### config.mk
export PLATFORM = sky130hd
export DESIGN_NAME = kvc_sweep
export DESIGN_NICKNAME = d
export VERILOG_FILES = /design/src/sv/kvc_pkg.sv /design/src/sv/kvc_sweep.sv
export SDC_FILE = /design/constraint.sdc
export NUM_CORES = 1
export LEC_CHECK = 0
export BUFFER_PORTS_ARGS = -buffer_cell sky130_fd_sc_hd__buf_2
export CAP_MARGIN = 5
export CORE_MARGIN = 2
export CORE_UTILIZATION = 54
export DETAILED_ROUTE_END_ITERATION = 16
export PLACE_DENSITY_LB_ADDON = 0.08
export SETUP_SLACK_MARGIN = 0.4
export SLEW_MARGIN = 30
export SYNTH_ARGS = -nofsm -noshare
export SYNTH_HDL_FRONTEND = slang
export SYNTH_SLANG_ARGS = --single-unit
### constraint.sdc
create_clock -name i_clk -period 2.8 [get_ports i_clk]
set_clock_uncertainty 0.1 [all_clocks]
set_input_delay 0.42 -clock i_clk [delete_from_list [all_inputs] [get_ports i_clk]]
set_output_delay 0.42 -clock i_clk [all_outputs]
set_load 0.01 [all_outputs]
### src/sv/kvc_pkg.sv
`timescale 1ns / 1ps

package kvc_pkg;

    localparam int FUNC_W     = 2;
    localparam int LAYER_W    = 2;
    localparam int POS_W      = 8;
    localparam int HEAD_W     = 2;
    localparam int ELEM_W     = 6;
    localparam int PORT_W     = 32;
    localparam int STATUS_W   = 3;
    localparam int USED_W     = 9;

    localparam int LCOUNT_W   = 3;
    localparam int TCAP_W     = 9;
    localparam int HCOUNT_W   = 3;
    localparam int HSIZE_W    = 7;
    localparam int CFG_IDX_W  = 2;
    localparam int CFG_DATA_W = 9;

    localparam logic [LCOUNT_W-1:0] RST_LAYER_COUNT    = 3'd1;
    localparam logic [TCAP_W-1:0]   RST_TOKEN_CAPACITY = 9'd256;
    localparam logic [HCOUNT_W-1:0] RST_HEAD_COUNT     = 3'd1;
    localparam logic [HSIZE_W-1:0]  RST_HEAD_SIZE      = 7'd64;

    localparam int DEF_MAX_LAYERS    = 4;
    localparam int DEF_MAX_TOKENS    = 256;
    localparam int DEF_MAX_HEADS     = 4;
    localparam int DEF_MAX_HEAD_SIZE = 64;
    localparam int DEF_WORD_BITS     = 32;

    typedef enum logic [FUNC_W-1:0] {
        FUNC_STORE = 2'd0,
        FUNC_READ  = 2'd1,
        FUNC_CLEAR = 2'd2
    } t_func;

    typedef enum logic [STATUS_W-1:0] {
        ST_OK        = 3'd0,
        ST_BAD_LAYER = 3'd1,
        ST_BAD_POS   = 3'd2,
        ST_BAD_HEAD  = 3'd3,
        ST_BAD_ELEM  = 3'd4
    } t_status;

    typedef enum logic [CFG_IDX_W-1:0] {
        CFG_LAYER_COUNT    = 2'd0,
        CFG_TOKEN_CAPACITY = 2'd1,
        CFG_HEAD_COUNT     = 2'd2,
        CFG_HEAD_SIZE      = 2'd3
    } t_cfg_idx;

endpackage

### src/sv/kvc_sweep.sv
`timescale 1ns / 1ps

module kvc_sweep import kvc_pkg::*; #(
    parameter int DEPTH  = DEF_MAX_LAYERS * DEF_MAX_TOKENS * DEF_MAX_HEADS * DEF_MAX_HEAD_SIZE,
    parameter int ADDR_W = (DEPTH > 1) ? $clog2(DEPTH) : 1
) (
    input  logic              i_clk,
    input  logic              i_rst_n,
    input  logic              i_start,
    output logic              o_busy,
    output logic [ADDR_W-1:0] o_addr
);

    localparam logic [ADDR_W-1:0] LAST_ADDR = ADDR_W'(DEPTH - 1);

    logic              r_busy;
    logic [ADDR_W-1:0] r_addr;

    always_ff @(posedge i_clk) begin
        if (!i_rst_n || i_start) begin
            r_busy <= 1'b1;
            r_addr <= '0;
        end else if (r_busy) begin
            if (r_addr == LAST_ADDR) begin
                r_busy <= 1'b0;
            end
            r_addr <= r_addr + ADDR_W'(1);
        end
    end

    assign o_busy = r_busy;
    assign o_addr = r_addr;

endmodule

# --- Yosys cells after proc, flatten, opt, wreduce, memory -nomap -nowiden ---
# Index checks and enable logic that the tools add are counted.
# Widths: inputs -> output; s select.
word_totals:
  ff_bits: 19
  output_inout_bits: 19
  wordCells: 8
classes:
  addsub: 1
  eq_ne: 1
  n_mux: 2
  n_reduce_logical: 2
op_table:
  columns: ["operator", "n"]
  rows:
  - ["$add 18x1->18 const B", 1]
  - ["$eq 18x18->1 const B", 1]
  - ["$mux 1", 2]
  - ["$logic_not 1->1", 1]
  - ["$logic_or 1x1->1", 1]

# --- Longest topological paths before layout ---
# Gate-level depths: netlist (run 1).
logic_depth:
  ltp_word: 3
  depth_mapped: 6
  depth_no_buf: 5

# --- Worst setup path before layout (run 1) ---
# OpenSTA, ideal clock, no wires.
synth_path:
  kind: "register to register"
  startpoint: "register r_addr[0], in the netlist o_addr[0]"
  endpoint: "register r_addr[16], in the netlist o_addr[16]"
  arrival_time_ns: 1.441
  required_time_ns: 2.630
  slack_ns: 1.189
  stages_incl_launch_ff: 7
  n_path_buf: 1
  path_cell_list: "dfxtp_1 > ha_1 > and4_1 > buf_4 > nand4_1 > or3_1 > a21oi_1"
synth_between:
  elab_chain_cells: 1
synth_lines:
  columns: ["element", "line_no", "text"]
  rows:
  - ["from (decl)", "kvc_sweep.sv:17", "logic [ADDR_W-1:0] r_addr;"]
  - ["from (signal assigned)", "kvc_sweep.sv:27", "r_addr <= r_addr + ADDR_W'(1);"]
  - ["$add 18x1->18", "kvc_sweep.sv:27", null]
# Every way passes these cells.
# A chain may end at the register's enable or synchronous reset.

# --- Worst setup path after layout (run 1) ---
# Ends and elaborated chain as after synthesis.

==> results of run 1 <==
[metal layers]
metal / global-route usage (%) / vias up
met2: 27.9 / 13
met1: 22.6 / 332
li1: - / 363
met5: 0 / -
met4: 10.3 / 0
met3: 2.92 / 5
[state kept, by name (all words and copies together), names as in the netlist]
| signal | count |
|---|---|
| o_busy | 1 |
| o_addr | 18 |
[worst min-delay path by stage]
stage                          start          to
after floorplan              i_start      o_busy
after global placement    o_addr[16]  o_addr[16]
after detailed placement  o_addr[16]  o_addr[16]
after CTS                    i_start      o_busy
after global routing         i_start      o_busy
final                        i_start      o_busy
[cell families after synthesis]
kind of cell / count (synthesis) / synth area share [%]
fa+ha+maj: 1 / 1.46
simple gates: 44 / 29.0
mux: 1 / 1.17
compound gates: 9 / 5.56
buf+inv: 7 / 4.98
xor+xnor: 13 / 13.3
flops: 19 / 44.5
[power by group through the flow]
stage | Clock (mW) | Combinational (mW) | Sequential [mW]
2_1_floorplan | 0 | 0.00701 | 0.280
3_3_place_gp | 0 | 0.0115 | 0.279
3_5_place_dp | 0 | 0.0117 | 0.279
4_1_cts | 0.143 | 0.0119 | 0.273
5_1_grt | 0.149 | 0.0130 | 0.273
6_report | 0.137 | 0.0117 | 0.273
[cells in the final DEF (no fill, tap or decap), drive strengths merged]
cell and count:
clkbuf 3, inv 1, and2 1, nor2b 1
o21ai 4, o31ai 1, and4 3, nand2b 1
dfxtp 19, nand2 4, mux2i 1, xnor2 4
nor2 14, nand4 8, or3 4, ha 1
and3 3, clkinv 1, a21oi 4, nand3 5
buf 21, xor2 9
[stage by stage]
| step | worst slack, ns | power (mW) | hold slack (ns) | util (%) |
|---|---|---|---|---|
| CTS | 0.994 | 0.428 | 0.230 | 65.0 |
| floorplan | 1.19 | 0.287 | 0.411 | - |
| global placement | 1.09 | 0.291 | 0.384 | 63.2 |
| finish | 0.996 | 0.422 | 0.227 | 65.0 |
| global route | 0.889 | 0.435 | 0.238 | 65.0 |
| detailed placement | 1.04 | 0.291 | 0.394 | 63.2 |
[worst max-delay path: cells and delay by family (launching register included)]
kind,cells,cell delay [ns]
flip-flops,1,0.40
AO/OA/AOI/OAI,1,0.14
adder cells (fa/ha/maj),1,0.21
AND/OR/NAND/NOR,3,0.88
[final cells by class]
cell class	count	area share (%)
Clock buffer	3	2.33
Clock inverter	1	0.517
Inverter	1	0.388
Multi-Input combinational cell	68	44.6
Sequential cell	19	39.3
Tap cell	16	2.07
Timing Repair Buffer	21	10.9
==> results.md, run 1 <==
* RSZ-0062 raised after global routing: no
* Fin crit period at approximately 1.8 ns
* Logic pwr share at 2.8%
* Hold Path Depth at 3
* Dpl hpwl at 1150 um
* CTS Hold Bufs at 0
* DRT Wirelength at 1630 um
* Required time of the worst setup path at 2.93 ns
* TritonCTS clock tree: yes
* Avg Vias per Cell at 5.53
* Wirelength per Cell at 12.6 um
* Sw frac at 21.9%
* Core ar. at 1490 sq um
* Total GRT Usage at 17.7%
* R2r startpoint: o_addr[0]
* Sink Count at 19
* Max layer used: met4
* Slowest stage delay, CP at 0.40 ns
* Final Hold Vio Count at 0
* Seq pwr share at roughly two thirds
* Die extent in x at 43.8 um
* Top cells by area, synth: dfxtp_1, xor2_1, nor2_1
* Rel. slew slack at 54.4%
* Leakage at around 0.42 nW
* Clock power frac at 32.5%
* Largest net degree at the start of global routing at 19
* Internal at 329 uW
* CP Launch Type: register
* Mapped Avg Cell Area at 9.09 sq um
* Status: complete, no violations
* Metal2 WL at 785 um
* Final Slew Violations at 0
* Synthesized Nets at 98
* WP data arrival at 1.93 ns
* Gate Count Post-Synth at 94
* Final std cells w/o fill at 129
* Placed cell count at 125
* Critical path type: reg2reg
* Fin crit share at between 60 and 70%
* Top cells by count, synth: dfxtp_1, nor2_1, xor2_1, nand4_1, nand3_1
* R2R depth at 5
* Resized cells post-CTS at 0
* Synth Cell Area at 855 sq um
* Max-cap violations at 0
* Crit. Startpoint: o_addr[0]
* Leading area contributor after synthesis: dfxtp_1
* Detailed Route Iter0 Violations at 7
* Clock Latency Late Sink at 0.30 ns
* Reg2reg end: o_addr[16]
* Remaining DRCs at 0
* Vias in the first global route at about 630
* Max Root-Sink Buffers at 2
* Final setup viols at 0
* Fin nets at 118
* H-tree depth at 1
* First-pass GRT wire length at around 2500 um
* Initial antenna violation count at 0
* Dpl cell area at 941 sq um
* Metal1 wirelength at 758 um
* Fillcell total at between 100 and 150
* Vias at 713
* Yosys warns at 0
* FMAX at 0.554 GHz
* Final std cell area, no fill at about 970 sq um
* Wire length on met3 at 51 um
* Register area share after synthesis at 44.5%
* GPL Wtd Cong at 0.791
* Die Height at 43.8 um
* Clock-pin slew on the worst setup and hold paths at 0.11 ns
* Die area at between 1500 and 2000 sq um
* CTS root buffer: clkbuf_4
* R2r setup slk at approximately 1.0 ns
* Critical-path maximum fanout at 6
* PD cells at 435 nW/um^2
* Top-area cell type share of the netlist area at between 40% and 50%
* Synth async-reset ratio at 0%
* CTS buffer count at 3
* Slew @ Worst Pin at 0.684 ns
* Setup crit end: o_addr[16]
* Multi-input gate area at 432 sq um
* Slowest stage cell, crit path: dfxtp_1
* Max rail drop VDD at 0.277 mV
* CP endpoint kind: register
* Std-Cell Rows at 14
* Seq cells post-synth at 19
* Unique cell type count in the Yosys netlist at 25
* Cell Chain, Critical Path: ha_1 > and4_1 > nand4_1 > or3_1 > a21oi_1
* Register area at approximately 380 sq um
* Hold WC Path Type: in2reg
* Total grt overflow at 0
* Number of synthesized flops with an enable pin at 0
* Final ANT Viol Nets at 0
* Drt first pass iters at 4
* Total I/O pin count at 22
* Initial Utilization at roughly 57%
* Setup TNS at 0 ns
* Ant diodes at 0
* Main synth FF type: dfxtp_1
* Switch Pwr at 92.4 uW
* Post-CTS Setup Bufs at 0
* Area Overhead vs Synth at 13.3%
* Share of layout cells above drive strength 1 at 23.9%
* I/O Buffers at 21
* Top-count cell post-synth: dfxtp_1
(Power assumes the default switching activity.)
==> inputs of run 2 (changes only) <==
Settings changed: CORE_UTILIZATION 54 to 50.
Clock period 2.8 ns to 1.68 ns, I/O delays scaled along.
==> run 2 against run 1 <==
  * Sequential share of layout area shrank 1.9 points
  * Setup slack lost 0.82 ns
  * First-iteration DRC count grew 100%
  * Wire length grew 1.8%
  * Final cell count grew 5.4%
  * Sequential power grew 63%
  * Clock power grew 66%
  * Highest routed layer unchanged
==> results.md, run 2 (synthesized netlist as in run 1, its figures left out) <==
* Status: complete, no violations
* Avg Vias per Cell at around 5.5
* Rel. slew slack at 54.9%
* Total GRT Usage at about 18%
* CTS Hold Bufs at 0
* Die extent in x at 45.3 um
* Drt first pass iters at 4
* Die area at 2060 sq um
* I/O Buffers at 21
* Initial antenna violation count at 0
* CTS buffer count at 3
* Leakage at 0.463 nW
* GPL Wtd Cong at 0.803
* H-tree depth at 1
* Slew @ Worst Pin at 0.676 ns
* CP Launch Type: register
* WP data arrival at between 1.5 and 2 ns
* Commonest cells after routing, fill and taps aside: buf_2, nor2_1, xor2_1
* Area Overhead vs Synth at 28.8%
* Commonest non-fill, non-tap cell in the layout: buf_2
* Share of layout cells above drive strength 1 at 43.3%
* TritonCTS clock tree: yes
* RSZ-0062 raised after global routing: yes
* Wire length on met3 at 46 um
* DRT Wirelength at 1660 um
* Initial Utilization at ~55%
* Max Root-Sink Buffers at 2
* Required time of the worst setup path at 1.80 ns
* Core ar. at 1560 sq um
* Fin crit period at 1.51 ns
* Setup TNS at 0 ns
* Final Hold Vio Count at 0
* Final Slew Violations at 0
* Hold Path Depth at 3
* Multi-input gate area at roughly 470 sq um
* Final ANT Viol Nets at 0
* Dpl hpwl at 1180 um
* First-pass GRT wire length at ~2700 um
* Critical path type: reg2reg
* Wirelength per Cell at 12.2 um
* Die Height at 45.3 um
* Fin nets at 125
* Detailed Route Iter0 Violations at 14
* Largest net degree at the start of global routing at 19
* Ant diodes at 0
* Register area at roughly 400 sq um
* Metal2 WL at 833 um
* Metal1 wirelength at 756 um
* Hold WC Path Type: in2reg
* CP endpoint kind: register
* Final setup viols at 0
* Critical-path maximum fanout at 4
* Max rail drop VDD at ~0.36 mV
* Vias at 751
* FMAX at about 0.66 GHz
* Clock-pin slew on the worst setup and hold paths at 0.10 ns
* Std-Cell Rows at 14
* Clock Latency Late Sink at 0.29 ns
* Total grt overflow at 0
* PD cells at roughly 630 nW/um^2
* Total I/O pin count at 22
* Vias in the first global route at 633
* Max-cap violations at 0
* R2R depth at 5
* Max layer used: met4
* Remaining DRCs at 0
* Max reg flops at 18
* Fillcell total at 127
* Fin crit share at 89.7%
* PnR Total Power at 695 uW
* Sink Count at 19
* CTS root buffer: clkbuf_4
## run 2: cell types whose count changed in the layout (fill, tap and decap cells not counted), moves of 2 or more
cell	delta
and4_1	-3
and4_4	+2
buf_4	+5
buf_6	+2
dfxtp_1	-11
dfxtp_2	+4
dfxtp_4	+7
## run 2: metrics by stage
stage / worst slack (ns) / instances / utilization [%] / hold slack (ns) / instance area, sq um
2_1_floorplan: 0.180 / 94 / - / 0.242 / 911
3_3_place_gp: 0.228 / 128 / 64.5 / 0.336 / 1010
3_5_place_dp: 0.176 / 128 / 64.5 / 0.345 / 1010
4_1_cts: 0.175 / 134 / 69.3 / 0.0374 / 1080
5_1_grt: 0.120 / 136 / 70.6 / 0.0474 / 1100
6_report: 0.174 / 136 / 70.6 / 0.0419 / 1100
## run 2: critical path, stage by stage, from the launching register on
cell     delay [ns]
dfxtp_4        0.38
ha_4           0.13
and4_4         0.22
nand4_1        0.13
or3_1          0.34
a21oi_1        0.14
## run 2: layout make-up
cell class	instances	share of cell area, %
Sequential cell	19	37.4
Timing Repair Buffer	28	15.0
Clock buffer	4	2.39
Inverter	1	0.341
Tap cell	16	1.82
Multi-Input combinational cell	68	43.1
## run 2: final timing paths
path	from	end	slack [ns]
worst max-delay path	o_addr[0]	o_addr[14]	0.17
worst min register to register	o_addr[7]	o_addr[7]	0.42
worst min-delay path	i_start	o_busy	0.04
worst max register to register	o_addr[0]	o_addr[14]	0.17
## run 2: power by group
group          switching (mW)  total, mW  internal, mW  leakage, nW
sequential            0.00300      0.446         0.443        0.160
clock                   0.134      0.227        0.0923       0.0150
combinational          0.0130     0.0228       0.00976        0.288
total                   0.150      0.695         0.545        0.463
## run 2: repair_timing
action	4_1_cts	5_1_grt
endpoints found under the setup margin	14	16
resized for setup	11	2
setup buffers	2	2
pin swaps	8	4
## run 2: layer usage
layer  track usage (%)  vias to the layer above
li1                  -                      379
met1              23.5                      353
met2              29.7                       15
met3              3.60                        4
met4              5.29                        0
met5                 0                        -
==> inputs of run 3 (changes only) <==
Settings changed: RECOVER_POWER from default to 50.
==> run 3 against run 2 <==
  * Sequential share of layout area decreased by 0.25 points
  * Die area stayed put
  * Register-to-register slack worse by 0.04 ns
  * Wire length rose by 1.3%
  * Global-route usage did not move
  * First-iteration DRC count shrank 21%
  * Setup slack worse by 0.040 ns
  * Sequential power rose by 0.9%
  * Via count stayed put
  * Utilization is 2.3 points lower
  * Count of clock-buffer cells in the layout unchanged
  * Power is 0.48% higher
==> results.md, run 3 (synthesized netlist as in run 1, its figures left out) <==
* Vias at 751
* Setup TNS at 0 ns
* RSZ-0062 raised after global routing: yes
* Slew @ Worst Pin at 0.678 ns
* Drt first pass iters at 4
* Sink Count at 19
* Max-cap violations at 0
* Max Root-Sink Buffers at 2
* FMAX at 0.647 GHz
* Leakage at about 0.44 nW
* Die area at 2060 sq um
* Largest net degree at the start of global routing at 19
* Rel. slew slack at between 50 and 60%
* PnR worst setup slack at 0.134 ns
* Final Hold Vio Count at 0
* WP data arrival at 1.66 ns
* Detailed Route Iter0 Violations at 11
* Critical path type: reg2reg
* Place WS at 0.176 ns
* CTS buffer count at 3
* R2R depth at 4
* Max reg flops at 18
* First-pass GRT wire length at 2680 um
* PD cells at 656 nW/um^2
* Total grt overflow at 0
* DRT Wirelength at 1680 um
* TritonCTS clock tree: yes
* CP endpoint kind: register
* Initial antenna violation count at 0
* Hold Path Depth at 3
* Fin crit period at 1.55 ns
* GPL Wtd Cong at 0.803
* CTS Hold Bufs at 0
* Clock-pin slew on the worst setup and hold paths at approximately 0.10 ns
* Fin nets at approximately 130
* Commonest cells after routing, fill and taps aside: buf_2, dfxtp_1, nor2_1
* Status: complete, no violations
* Final ANT Viol Nets at 0
* R2r setup slk at 0.13 ns
* Initial Utilization at 54.8%
* Clock Latency Late Sink at 0.29 ns
* H-tree depth at 1
* Total GRT Usage at roughly 18%
* Hold WC Path Type: in2reg
* Critical-path maximum fanout at 7
* Fin crit share at 92.0%
* I/O Buffers at 21
* Final setup viols at 0
* Die extent in x at 45.3 um
* Ant diodes at 0
* Final Slew Violations at 0
* Area Overhead vs Synth at 24.6%
* Dpl hpwl at 1180 um
* Remaining DRCs at 0
* Vias in the first global route at roughly 630
* Avg Vias per Cell at 5.52
* Core ar. at 1560 sq um
* Std-Cell Rows at 14
* Max rail drop VDD at about 0.37 mV
* Die Height at ~45 um
* Required time of the worst setup path at 1.80 ns
* CP Launch Type: register
* Share of layout cells above drive strength 1 at 31.7%
* CTS root buffer: clkbuf_4
* Total I/O pin count at 22
* Wirelength per Cell at between 10 and 15 um
==> run 3: cell types whose count changed in the layout (fill, tap and decap cells not counted), sizes merged <==
cell | before | now
buf | 28 | 22
clkbuf | 4 | 10
==> run 3: worst max-delay path, stage by stage (launching register included) <==
cell and delay, ns:
dfxtp_1 0.48, and4_2 0.32, nand4_4 0.12, or3_1 0.32
a21oi_1 0.13
==> run 3: final timing paths <==
path / start / to
hold / removal: i_start / o_busy
hold reg to reg: o_addr[17] / o_addr[17]
setup reg to reg: o_busy / o_addr[15]
setup / recovery: o_busy / o_addr[15]
==> run 3: routing by layer <==
layer	vias to the layer above	part of all wire (%)	global-route usage [%]	wire length, um
li1	379	-	-	-
met1	353	46	23.5	776
met2	15	50	29.7	835
met3	4	2.7	3.60	45
met4	0	1.1	5.29	19
met5	-	0	0	0
==> run 3: timing repair <==
| item | CTS | global route |
|---|---|---|
| pin swaps | 8 | 4 |
| endpoints found under the setup margin | 14 | 16 |
| setup buffers | 2 | 2 |
| resized for setup | 11 | 2 |
==> run 3: report_power, final <==
part,switching (mW),internal (mW)
Sequential,0.00193,0.448
Clock,0.135,0.0923
Combinational,0.0131,0.00883
Total,0.150,0.549
==> run 3: layout make-up <==
type | count | area [sq um]
multi-input combinational | 68 | 462
inverter | 1 | 3.75
timing repair buffer | 28 | 158
fill | 141 | 494
sequential | 19 | 395
clock buffer | 4 | 26.3
tap | 16 | 20.0
==> run 3: through the flow <==
| step | instances | total power [mW] | utilization, % | cell area [sq um] | hold slack, ns |
|---|---|---|---|---|---|
| 3_3_place_gp | 128 | 0.478 | 64.5 | 1010 | 0.336 |
| 6_report | 136 | 0.699 | 68.3 | 1060 | 0.0417 |
| 3_5_place_dp | 128 | 0.479 | 64.5 | 1010 | 0.345 |
| 5_1_grt | 136 | 0.728 | 68.3 | 1060 | 0.0475 |
| 4_1_cts | 134 | 0.700 | 69.3 | 1080 | 0.0374 |
| 2_1_floorplan | 94 | 0.471 | - | 911 | 0.242 |
